--- config.mk ---
export PLATFORM = sky130hd
export DESIGN_NAME = address_region_table
export DESIGN_NICKNAME = d
export VERILOG_FILES = /design/src/hdl/art_pkg.sv /design/src/hdl/art_ctrl.sv /design/src/hdl/art_dp.sv /design/src/hdl/address_region_table.sv
export SDC_FILE = /design/constraint.sdc
export NUM_CORES = 2
export LEC_CHECK = 0
export BUFFER_PORTS_ARGS = -buffer_cell sky130_fd_sc_hd__buf_4
export CELL_PAD_IN_SITES_DETAIL_PLACEMENT = 2
export CELL_PAD_IN_SITES_GLOBAL_PLACEMENT = 2
export CORE_MARGIN = 4
export CORE_UTILIZATION = 30
export CTS_CLUSTER_DIAMETER = 60
export CTS_CLUSTER_SIZE = 30
export DETAILED_ROUTE_END_ITERATION = 10
export HOLD_SLACK_MARGIN = 0.05
export PLACE_DENSITY = 0.66
export SKIP_LAST_GASP = 1
export SLEW_MARGIN = 5
export SYNTH_ARGS = -nofsm -noshare
export SYNTH_HDL_FRONTEND = slang
export SYNTH_SLANG_ARGS = --single-unit
--- constraint.sdc ---
create_clock -name clk -period 25 [get_ports clk]
set_input_delay 3.75 -clock clk [delete_from_list [all_inputs] [get_ports clk]]
set_output_delay 3.75 -clock clk [all_outputs]
set_load 0.1 [all_outputs]
--- src/hdl/art_pkg.sv ---
// ----------------------------------------------------------------------------
// art_pkg
// Shared types and constants of the address region table: commands, status
// codes, controller states and the controller to datapath signal groups.
// ----------------------------------------------------------------------------
package art_pkg;

	localparam int TABLE_ENTRIES = 16;
	localparam int PAGE_SHIFT    = 12;
	localparam int VIRT_BITS     = 32;

	localparam int VA_W   = 32;
	localparam int PA_W   = 64;
	localparam int LEN_W  = 32;
	localparam int FL_W   = 32;
	localparam int LIM_W  = 33;
	localparam int VPG_W  = VA_W - PAGE_SHIFT;
	localparam int EPG_W  = VPG_W + 1;
	localparam int IDX_W  = (TABLE_ENTRIES > 1) ? $clog2(TABLE_ENTRIES) : 1;

	localparam int S_DATA_W = 168;
	localparam int M_DATA_W = 104;
	localparam int CFG_IDX_W  = 1;
	localparam int CFG_DATA_W = 33;

	localparam logic [CFG_IDX_W-1:0] REG_USER_BASE  = 1'b0;
	localparam logic [CFG_IDX_W-1:0] REG_USER_LIMIT = 1'b1;

	localparam logic [VA_W-1:0]  USER_BASE_RST  = 32'h0040_0000;
	localparam logic [LIM_W-1:0] USER_LIMIT_RST = 33'h0_C000_0000;

	localparam logic [VA_W-1:0]  VA_PAGE_MASK = VA_W'((64'd1 << PAGE_SHIFT) - 64'd1);
	localparam logic [PA_W-1:0]  PA_PAGE_MASK = PA_W'((64'd1 << PAGE_SHIFT) - 64'd1);
	localparam logic [48:0]      VA_END_MAX   = 49'd1 << VIRT_BITS;

	typedef enum logic [1:0] {
		CMD_MAP     = 2'd0,
		CMD_UNMAP   = 2'd1,
		CMD_PROTECT = 2'd2,
		CMD_FIND    = 2'd3
	} cmd_t;

	typedef enum logic [2:0] {
		ST_OK      = 3'd0,
		ST_INVALID = 3'd1,
		ST_EXISTS  = 3'd2,
		ST_NOENT   = 3'd3,
		ST_FULL    = 3'd4
	} status_t;

	typedef enum logic [1:0] {
		S_IDLE,
		S_CHECK,
		S_SCAN,
		S_FINISH
	} state_t;

	typedef struct packed {
		logic             load;
		logic             check;
		logic             scan;
		logic [IDX_W-1:0] idx;
		logic             finish;
	} ctl_cmd_t;

	typedef struct packed {
		logic bad;
		logic out_free;
	} dp_sts_t;

endpackage

--- src/hdl/art_ctrl.sv ---
// ----------------------------------------------------------------------------
// art_ctrl
// Command sequencer: takes a transfer, runs the range check, walks the table
// one entry per cycle unless the check fails, and hands the result to the output register.
// ----------------------------------------------------------------------------
module art_ctrl (
	input  logic              clk,
	input  logic              arst_n,
	input  logic              s_tvalid,
	output logic              s_tready,
	input  art_pkg::dp_sts_t  sts,
	output art_pkg::ctl_cmd_t cmd
);

	art_pkg::state_t              state_q, state_nxt;
	logic [art_pkg::IDX_W-1:0]    idx_q;
	logic                         idx_last;

	assign idx_last = (idx_q == art_pkg::IDX_W'(art_pkg::TABLE_ENTRIES - 1));

	always_comb begin
		state_nxt = state_q;
		unique case (state_q)
			art_pkg::S_IDLE: begin
				if (s_tvalid) state_nxt = art_pkg::S_CHECK;
			end
			art_pkg::S_CHECK: begin
				state_nxt = sts.bad ? art_pkg::S_FINISH : art_pkg::S_SCAN;
			end
			art_pkg::S_SCAN: begin
				if (idx_last) state_nxt = art_pkg::S_FINISH;
			end
			art_pkg::S_FINISH: begin
				if (sts.out_free) state_nxt = art_pkg::S_IDLE;
			end
			default: state_nxt = art_pkg::S_IDLE;
		endcase
	end

	always_comb begin
		s_tready   = 1'b0;
		cmd.load   = 1'b0;
		cmd.check  = 1'b0;
		cmd.scan   = 1'b0;
		cmd.idx    = idx_q;
		cmd.finish = 1'b0;
		unique case (state_q)
			art_pkg::S_IDLE: begin
				s_tready = 1'b1;
				cmd.load = s_tvalid;
			end
			art_pkg::S_CHECK:  cmd.check = 1'b1;
			art_pkg::S_SCAN:   cmd.scan = 1'b1;
			art_pkg::S_FINISH: cmd.finish = sts.out_free;
			default: ;
		endcase
	end

	always_ff @(posedge clk or negedge arst_n) begin
		if (!arst_n) begin
			state_q <= art_pkg::S_IDLE;
			idx_q   <= '0;
		end else begin
			state_q <= state_nxt;
			if (state_q == art_pkg::S_SCAN) idx_q <= idx_last ? '0 : idx_q + 1'b1;
			else idx_q <= '0;
		end
	end

endmodule

--- src/hdl/art_dp.sv ---
// ----------------------------------------------------------------------------
// art_dp
// Datapath: configuration registers, command registers, range checks, the
// region table with its scan flags, and the result register.
// ----------------------------------------------------------------------------
module art_dp (
	input  logic                             clk,
	input  logic                             arst_n,
	input  logic                             cfg_we,
	input  logic [art_pkg::CFG_IDX_W-1:0]    cfg_index,
	input  logic [art_pkg::CFG_DATA_W-1:0]   cfg_data,
	input  logic [art_pkg::S_DATA_W-1:0]     s_tdata,
	output logic                             m_tvalid,
	input  logic                             m_tready,
	output logic [art_pkg::M_DATA_W-1:0]     m_tdata,
	input  art_pkg::ctl_cmd_t                cmd,
	output art_pkg::dp_sts_t                 sts
);

	// configuration
	logic [art_pkg::VA_W-1:0]  base_q;
	logic [art_pkg::LIM_W-1:0] lim_q;

	always_ff @(posedge clk or negedge arst_n) begin
		if (!arst_n) begin
			base_q <= art_pkg::USER_BASE_RST;
			lim_q  <= art_pkg::USER_LIMIT_RST;
		end else if (cfg_we) begin
			unique case (cfg_index)
				art_pkg::REG_USER_BASE:  base_q <= cfg_data[art_pkg::VA_W-1:0];
				art_pkg::REG_USER_LIMIT: lim_q  <= cfg_data[art_pkg::LIM_W-1:0];
				default: ;
			endcase
		end
	end

	// command registers
	art_pkg::cmd_t              op_q;
	logic [art_pkg::VA_W-1:0]   va_q;
	logic [art_pkg::PA_W-1:0]   pa_q;
	logic [art_pkg::LEN_W-1:0]  len_q;
	logic [art_pkg::FL_W-1:0]   fl_q;

	always_ff @(posedge clk) begin
		if (cmd.load) begin
			op_q  <= art_pkg::cmd_t'(s_tdata[1:0]);
			va_q  <= s_tdata[33:2];
			pa_q  <= s_tdata[97:34];
			len_q <= s_tdata[129:98];
			fl_q  <= s_tdata[161:130];
		end
	end

	// range checks
	logic [art_pkg::LIM_W-1:0] end_w;
	logic [art_pkg::PA_W:0]    pa_sum;
	logic                      misal, range_bad, pwrap, lim_ok;

	assign end_w  = {1'b0, va_q} + {1'b0, len_q};
	assign pa_sum = {1'b0, pa_q} + (art_pkg::PA_W + 1)'(len_q - 1'b1);
	assign misal  = ((va_q & art_pkg::VA_PAGE_MASK) != '0)
		|| ((len_q & art_pkg::VA_PAGE_MASK) != '0)
		|| (op_q == art_pkg::CMD_MAP && (pa_q & art_pkg::PA_PAGE_MASK) != '0);
	assign lim_ok = ({1'b0, va_q} < lim_q);
	assign range_bad = (va_q < base_q) || !lim_ok
		|| (49'(end_w) > art_pkg::VA_END_MAX) || (end_w > lim_q);
	assign pwrap  = (op_q == art_pkg::CMD_MAP) && pa_sum[art_pkg::PA_W];
	assign sts.bad = (op_q != art_pkg::CMD_FIND)
		&& ((len_q == '0) || misal || range_bad || pwrap);

	logic                       inv_q, lim_ok_q;
	logic [art_pkg::VPG_W-1:0]  vpg_q;
	logic [art_pkg::EPG_W-1:0]  epg_q;

	always_ff @(posedge clk) begin
		if (cmd.check) begin
			inv_q    <= sts.bad;
			lim_ok_q <= lim_ok;
			vpg_q    <= va_q[art_pkg::VA_W-1:art_pkg::PAGE_SHIFT];
			epg_q    <= end_w[art_pkg::LIM_W-1:art_pkg::PAGE_SHIFT];
		end
	end

	// region table
	logic [art_pkg::TABLE_ENTRIES-1:0] valid_q;
	logic [art_pkg::VPG_W-1:0]         spg_q [art_pkg::TABLE_ENTRIES];
	logic [art_pkg::EPG_W-1:0]         rpg_q [art_pkg::TABLE_ENTRIES];
	logic [art_pkg::FL_W-1:0]          rfl_q [art_pkg::TABLE_ENTRIES];

	// scan of one entry per cycle
	logic                      rd_v, hit, ovl;
	logic [art_pkg::VPG_W-1:0] rd_s;
	logic [art_pkg::EPG_W-1:0] rd_e;

	assign rd_v = valid_q[cmd.idx];
	assign rd_s = spg_q[cmd.idx];
	assign rd_e = rpg_q[cmd.idx];
	assign hit  = rd_v && (rd_s <= vpg_q) && ((op_q == art_pkg::CMD_FIND)
		? ({1'b0, vpg_q} < rd_e) : (epg_q <= rd_e));
	assign ovl  = rd_v && (rd_e > {1'b0, vpg_q}) && ({1'b0, rd_s} < epg_q);

	logic                      hit_f_q, exact_q, ovl_f_q, free_f_q;
	logic [art_pkg::IDX_W-1:0] hit_idx_q, free_idx_q;

	always_ff @(posedge clk) begin
		if (cmd.check) begin
			hit_f_q  <= 1'b0;
			ovl_f_q  <= 1'b0;
			free_f_q <= 1'b0;
		end else if (cmd.scan) begin
			if (hit && !hit_f_q) begin
				hit_f_q   <= 1'b1;
				hit_idx_q <= cmd.idx;
				exact_q   <= (rd_s == vpg_q) && (rd_e == epg_q);
			end
			if (ovl) ovl_f_q <= 1'b1;
			if (!rd_v && !free_f_q) begin
				free_f_q   <= 1'b1;
				free_idx_q <= cmd.idx;
			end
		end
	end

	// result and table update
	art_pkg::status_t           res_st;
	logic                       res_found, wr_map, wr_unmap, wr_prot;

	always_comb begin
		res_st    = art_pkg::ST_OK;
		res_found = 1'b0;
		wr_map    = 1'b0;
		wr_unmap  = 1'b0;
		wr_prot   = 1'b0;
		priority if (op_q == art_pkg::CMD_FIND) begin
			if (lim_ok_q && hit_f_q) res_found = 1'b1;
			else res_st = art_pkg::ST_NOENT;
		end else if (inv_q) begin
			res_st = art_pkg::ST_INVALID;
		end else if (op_q == art_pkg::CMD_MAP) begin
			priority if (ovl_f_q) res_st = art_pkg::ST_EXISTS;
			else if (!free_f_q) res_st = art_pkg::ST_FULL;
			else wr_map = cmd.finish;
		end else begin
			priority if (!hit_f_q) res_st = art_pkg::ST_NOENT;
			else if (!exact_q) res_st = art_pkg::ST_INVALID;
			else if (op_q == art_pkg::CMD_UNMAP) wr_unmap = cmd.finish;
			else wr_prot = cmd.finish;
		end
	end

	always_ff @(posedge clk) begin
		if (wr_map) begin
			spg_q[free_idx_q] <= vpg_q;
			rpg_q[free_idx_q] <= epg_q;
		end
		if (wr_map || wr_prot) rfl_q[wr_map ? free_idx_q : hit_idx_q] <= fl_q;
	end

	always_ff @(posedge clk or negedge arst_n) begin
		if (!arst_n) begin
			valid_q <= '0;
		end else begin
			if (wr_map) valid_q[free_idx_q] <= 1'b1;
			if (wr_unmap) valid_q[hit_idx_q] <= 1'b0;
		end
	end

	// output register
	logic                      m_valid_q;
	art_pkg::status_t          o_st_q;
	logic                      o_found_q;
	logic [art_pkg::VA_W-1:0]  o_base_q;
	logic [art_pkg::LIM_W-1:0] o_lim_q;
	logic [art_pkg::FL_W-1:0]  o_fl_q;

	assign sts.out_free = !m_valid_q || m_tready;

	always_ff @(posedge clk or negedge arst_n) begin
		if (!arst_n) begin
			m_valid_q <= 1'b0;
		end else if (cmd.finish) begin
			m_valid_q <= 1'b1;
		end else if (m_tready) begin
			m_valid_q <= 1'b0;
		end
	end

	always_ff @(posedge clk) begin
		if (cmd.finish) begin
			o_st_q    <= res_st;
			o_found_q <= res_found;
			o_base_q  <= res_found
				? art_pkg::VA_W'(spg_q[hit_idx_q]) << art_pkg::PAGE_SHIFT : '0;
			o_lim_q   <= res_found
				? art_pkg::LIM_W'(rpg_q[hit_idx_q]) << art_pkg::PAGE_SHIFT : '0;
			o_fl_q    <= res_found ? rfl_q[hit_idx_q] : '0;
		end
	end

	assign m_tvalid = m_valid_q;
	assign m_tdata  = {3'b000, o_fl_q, o_lim_q, o_base_q, o_found_q, o_st_q};

	a_map_slot_free: assert property (@(posedge clk) disable iff (!arst_n)
		wr_map |-> !valid_q[free_idx_q])
		else $error("map into an occupied slot");

	a_map_grows: assert property (@(posedge clk) disable iff (!arst_n)
		wr_map |=> $countones(valid_q) == $past($countones(valid_q)) + 1)
		else $error("map did not add one region");

	a_unmap_shrinks: assert property (@(posedge clk) disable iff (!arst_n)
		wr_unmap |=> $countones(valid_q) + 1 == $past($countones(valid_q)))
		else $error("unmap did not remove one region");

	a_find_no_write: assert property (@(posedge clk) disable iff (!arst_n)
		(cmd.finish && op_q == art_pkg::CMD_FIND) |-> !(wr_map || wr_unmap || wr_prot))
		else $error("find changed the table");

endmodule

--- src/hdl/address_region_table.sv ---
// ----------------------------------------------------------------------------
// address_region_table
// Table of page-aligned address regions with map, unmap, protect and find.
// ----------------------------------------------------------------------------
// One command at a time. A command passes from its input transfer to its
// result through a range check, a walk over the sixteen table entries (one
// entry per cycle through a single read port) and a final step that updates
// the table and loads the result register. The block then returns to idle,
// and only there takes the next command. A map, unmap or protect that fails
// the range checks skips the walk. The next command is taken while a result
// still waits on the output; its own result is held until the waiting one
// has left. Valid marks are cleared at reset, so no clearing pass is needed.
module address_region_table (
	input  logic                           clk,
	input  logic                           arst_n,
	input  logic                           cfg_we,
	input  logic [art_pkg::CFG_IDX_W-1:0]  cfg_index,
	input  logic [art_pkg::CFG_DATA_W-1:0] cfg_data,
	input  logic                           s_tvalid,
	output logic                           s_tready,
	// command[1:0], address[33:2], phys_address[97:34], length[129:98],
	// flags[161:130], zero fill
	input  logic [art_pkg::S_DATA_W-1:0]   s_tdata,
	output logic                           m_tvalid,
	input  logic                           m_tready,
	// status[2:0], found[3], region_base[35:4], region_limit[68:36],
	// region_flags[100:69], zero fill
	output logic [art_pkg::M_DATA_W-1:0]   m_tdata
);

	art_pkg::ctl_cmd_t ctl_cmd;
	art_pkg::dp_sts_t  dp_sts;

	art_ctrl u_ctrl (
		.clk      (clk),
		.arst_n   (arst_n),
		.s_tvalid (s_tvalid),
		.s_tready (s_tready),
		.sts      (dp_sts),
		.cmd      (ctl_cmd)
	);

	art_dp u_dp (
		.clk       (clk),
		.arst_n    (arst_n),
		.cfg_we    (cfg_we),
		.cfg_index (cfg_index),
		.cfg_data  (cfg_data),
		.s_tdata   (s_tdata),
		.m_tvalid  (m_tvalid),
		.m_tready  (m_tready),
		.m_tdata   (m_tdata),
		.cmd       (ctl_cmd),
		.sts       (dp_sts)
	);

endmodule

==> insert_results.sql <==
INSERT INTO impl_metrics (metric_group, metric, value, unit) VALUES
('worst_setup_path', 'timing.critical_path.required', '25.45', 'ns'),
('place', 'dpl.hpwl', '138000', 'um'),
('worst_setup_path', 'crit_path_start', 'u_ctrl.idx_q[2]$_DFF_PN0_', ''),
('sta', 'finalSetupViolations', '0', ''),
('job', 'max-cap-violations', '0', ''),
('worst_setup_path', 'path_cells', 'buf_4 -> nor2b_4 -> buf_4 -> a221oi_1 -> nor2_1 -> nor2_1 -> a221oi_1 -> ha_1 -> a21oi_1 -> nor2b_1 -> o21ai_0 -> o21ai_0 -> nor2_1 -> a21oi_1 -> a221oi_1 -> o21a_1 -> o2111ai_1 -> nor2_1', ''),
('sta', 'rsz0062_at_grt', 'no', ''),
('floorplan', 'core_region_area', '233000', 'um2'),
('floorplan', 'placement_rows', '177', ''),
('worst_setup_path', 'crit_path_start_kind', 'flip-flop', ''),
('worst_setup_path', 'worst-r2r-setup-slack', '17.77', 'ns'),
('clock_tree', 'post_cts_resized', '0', ''),
('power_and_ir_drop', 'switching_power', '2.44', 'mW'),
('final_layout', 'area_growth', '15.2', '%'),
('worst_setup_path', 'cpMostUsedCell', 'sky130_fd_sc_hd__nor2_1', ''),
('clock_tree', 'clk_root_buf', 'sky130_fd_sc_hd__clkbuf_16', ''),
('worst_setup_path', 'reg2regPathDepth', '18', ''),
('worst_setup_path', 'timing.critical_path.slowest_cell_delay', '0.97', 'ns'),
('route', 'post-route-drc-count', '0', ''),
('sta', 'sum_neg_setup_slack', '0', 'ns'),
('worst_setup_path', 'endpoint_kind', 'flip-flop', ''),
('run_status', 'status', 'complete, no violations', ''),
('route', 'route.final.wire_length', '222000', 'um'),
('sta', 'fmax', '0.138', 'GHz'),
('min_path', 'min_path_type', 'flip-flop to flip-flop', ''),
('clock_tree', 'clock_tree.htree_level_count', '4', ''),
('clock_tree', 'hold_buffers', '0', ''),
('min_path', 'min_from', 'u_dp.lim_q[11]$_DFFE_PN0P_', ''),
('synth', 'syn_area', '70400', 'um2'),
('sta', 'hold_violations', '0', ''),
('final_layout', 'final_cell_mix', '1,459 x sky130_fd_sc_hd__edfxtp_1, 449 x sky130_fd_sc_hd__mux4_2, 345 x sky130_fd_sc_hd__buf_4', ''),
('sta', 'slew-limit-headroom', '8.37', '%'),
('power_and_ir_drop', 'cellInternalPower', '4.89', 'mW'),
('synth', 'synth_warnings', '0', ''),
('synth', 'synth_async_sr_flop_share', '5.68', '%'),
('global_route', 'grt_pass1_wl', '320000', 'um'),
('route', 'routed-via-count', '40200', ''),
('synth', 'ys.flop_type', 'sky130_fd_sc_hd__edfxtp_1', ''),
('global_route', 'grt_antenna_before_repair', '26', ''),
('floorplan', 'initial_core_util', '30.2', '%'),
('clock_tree', 'cts_tree', 'yes', ''),
('power_and_ir_drop', 'power.density_cell_area', '90.4', 'nW/um2'),
('route', 'post_drt_wl_per_cell', '29.4', 'um'),
('clock_tree', 'cts_max_path_buffers', '3', ''),
('synth', 'number_of_register_bits_inferred_by_synthesis', '1550', ''),
('sta', 'portion_of_the_clock_cycle_consumed_by_the_worst_path_in_the_final_layout', '28.9', '%'),
('worst_setup_path', 'worstReg2RegEnd', 'u_dp.hit_idx_q[1]$_DFFE_PP_', ''),
('sta', 'fin_skew', '0.0497', 'ns'),
('route', 'detail_route.iter0.violations', '3676', ''),
('power_and_ir_drop', 'clkPwrFrac', '30.3', '%'),
('floorplan', 'ioPinCount', '313', ''),
('final_layout', 'drive_above_1_share', '25.6', '%'),
('floorplan', 'die_area', '242000', 'um2'),
('global_route', 'grt_util_all_layers', '18.0', '%'),
('worst_setup_path', 'worst_path_max_delay_cell', 'sky130_fd_sc_hd__dfrtp_1', ''),
('place', 'port_buffer_cells', '279', ''),
('power_and_ir_drop', 'switching_power_as_a_share_of_total_power', '33.3', '%'),
('synth', 'syn-mean-instance-area', '17.5', 'um2'),
('floorplan', 'dieWidth', '492', 'um'),
('worst_setup_path', 'critical_path_at', '7.68', 'ns'),
('route', 'vias_per_cell', '5.32', ''),
('power_and_ir_drop', 'seq_power_share', '47.7', '%'),
('global_route', 'largest_net_degree_at_the_start_of_global_routing', '163', ''),
('worst_setup_path', 'ff_to_ff_start', 'u_ctrl.idx_q[2]$_DFF_PN0_', ''),
('synth', 'yosysSeqAreaShare', '65.5', '%'),
('clock_tree', 'skew_pair_late_insertion_delay', '0.82', 'ns'),
('worst_setup_path', 'worstSetupEndpoint', 'u_dp.hit_idx_q[1]$_DFFE_PP_', ''),
('worst_setup_path', 'timing.critical_path.fanout_max', '42', ''),
('final_layout', 'most_common_library_cell_in_the_layout_ignoring_fill_and_taps', 'sky130_fd_sc_hd__edfxtp_1', ''),
('place', 'detailedPlace.worstSlack', '17.37', 'ns'),
('power_and_ir_drop', 'combinationalPowerShare', '22.0', '%');
## Yosys cell counts, types with 11 or more instances
cell | instances | area, um2
sky130_fd_sc_hd__o211ai_1 | 13 | 97.6
sky130_fd_sc_hd__dfrtp_1 | 85 | 2130
sky130_fd_sc_hd__ha_1 | 275 | 3440
sky130_fd_sc_hd__mux2_2 | 34 | 383
sky130_fd_sc_hd__nor3_1 | 41 | 205
sky130_fd_sc_hd__buf_4 | 28 | 210
sky130_fd_sc_hd__nand4_1 | 50 | 313
sky130_fd_sc_hd__nor4_1 | 25 | 156
sky130_fd_sc_hd__o21ai_0 | 119 | 596
sky130_fd_sc_hd__a22oi_1 | 22 | 165
sky130_fd_sc_hd__mux4_2 | 449 | 10100
sky130_fd_sc_hd__a21oi_1 | 115 | 576
sky130_fd_sc_hd__nor2b_1 | 91 | 569
sky130_fd_sc_hd__a211oi_1 | 19 | 143
sky130_fd_sc_hd__a21o_1 | 58 | 435
sky130_fd_sc_hd__xnor2_1 | 20 | 175
sky130_fd_sc_hd__nand2b_1 | 11 | 68.8
sky130_fd_sc_hd__inv_1 | 135 | 507
sky130_fd_sc_hd__xor2_1 | 30 | 263
sky130_fd_sc_hd__o21a_1 | 21 | 158
sky130_fd_sc_hd__nand2_1 | 128 | 480
sky130_fd_sc_hd__nor2_1 | 158 | 593
sky130_fd_sc_hd__edfxtp_1 | 1459 | 43800
sky130_fd_sc_hd__buf_2 | 12 | 60.1
sky130_fd_sc_hd__a221oi_1 | 109 | 955
sky130_fd_sc_hd__buf_1 | 46 | 173
sky130_fd_sc_hd__clkbuf_1 | 131 | 492
sky130_fd_sc_hd__mux2i_1 | 168 | 1680
sky130_fd_sc_hd__nand3_1 | 29 | 145
## flip-flops by register name (all words and copies together) (netlist names), 21 cells and up
| signal | flops |
|---|---|
| u_dp.rpg_q | 336 |
| u_dp.len_q | 32 |
| u_dp.base_q | 32 |
| u_dp.rfl_q | 512 |
| u_dp.va_q | 32 |
| u_dp.spg_q | 320 |
| u_dp.o_lim_q | 21 |
| u_dp.epg_q | 21 |
| u_dp.fl_q | 32 |
| u_dp.lim_q | 33 |
| u_dp.pa_q | 64 |
| u_dp.o_fl_q | 32 |
## metrics by stage
step                      area [um2]  hold WS [ns]  util, %  cells  total power [mW]
after floorplan                70500         0.440        -   4051              4.54
after global placement         76400         0.491     32.8   7317              5.09
after detailed placement       76400         0.499     32.8   7317              5.17
after CTS                      81100         0.515     34.8   7563              7.41
after global routing           81100         0.531     34.8   7564              7.66
final                          81100         0.509     34.8   7568              7.33
## power by group through the flow
stage	Sequential (mW)	Clock [mW]	Combinational [mW]
floorplan	3.58	0	0.959
global placement	3.52	0	1.57
detailed placement	3.55	0	1.62
CTS	3.49	2.28	1.63
global route	3.52	2.39	1.75
finish	3.49	2.22	1.61
## per-layer routing
layer | up-vias | part of all wire (%) | track usage (%)
li1 | 17000 | - | -
met1 | 21500 | 42 | 23.6
met2 | 1303 | 49 | 30.1
met3 | 387 | 5.6 | 3.37
met4 | 30 | 3.1 | 5.84
met5 | - | 0.094 | 0
## final cells by class
class                   instances  area, um2
multi-input cells            2147      23200
fillers                     23300     152000
repair buffers                351       2710
diodes                          5       12.5
flip-flops and latches       1550      46100
well taps                    3132       3920
clock inverters                98       1100
inverters                     137        519
clock buffers                 148       3520
## worst max-delay path, delay by kind of cell, from the launching register on
family                   cells  cell delay [ns]
AO/OA/AOI/OAI                9             2.54
AND/OR/NAND/NOR              6             1.76
buffers and inverters        2             1.13
flip-flops                   1             0.97
adder cells (fa/ha/maj)      1             0.40
## how the worst min path moves through the flow
stage | end | slack (ns) | depth (start not counted)
3_3_place_gp | u_dp.lim_q[10]$_DFFE_PN0P_ | 0.49 | 1
6_report | u_dp.lim_q[11]$_DFFE_PN0P_ | 0.51 | 1
3_5_place_dp | u_dp.lim_q[11]$_DFFE_PN0P_ | 0.50 | 1
5_1_grt | u_dp.lim_q[9]$_DFFE_PN0P_ | 0.53 | 1
2_1_floorplan | u_dp.free_idx_q[2]$_DFFE_PP_ | 0.44 | 0
4_1_cts | u_dp.lim_q[9]$_DFFE_PN0P_ | 0.51 | 1
## cells by family (layout without fill, tap and decap cells)
logic type	Yosys count	after routing	synth area share, %
buf+inv	354	734	2.06
fa+ha+maj	277	277	4.93
mux	651	651	17.3
other cells	1	32	0.00533
simple gates	593	593	4.22
flops	1550	1550	65.5
xor+xnor	50	50	0.622
compound gates	549	549	5.37
Power figures use the tool's default switching activity.
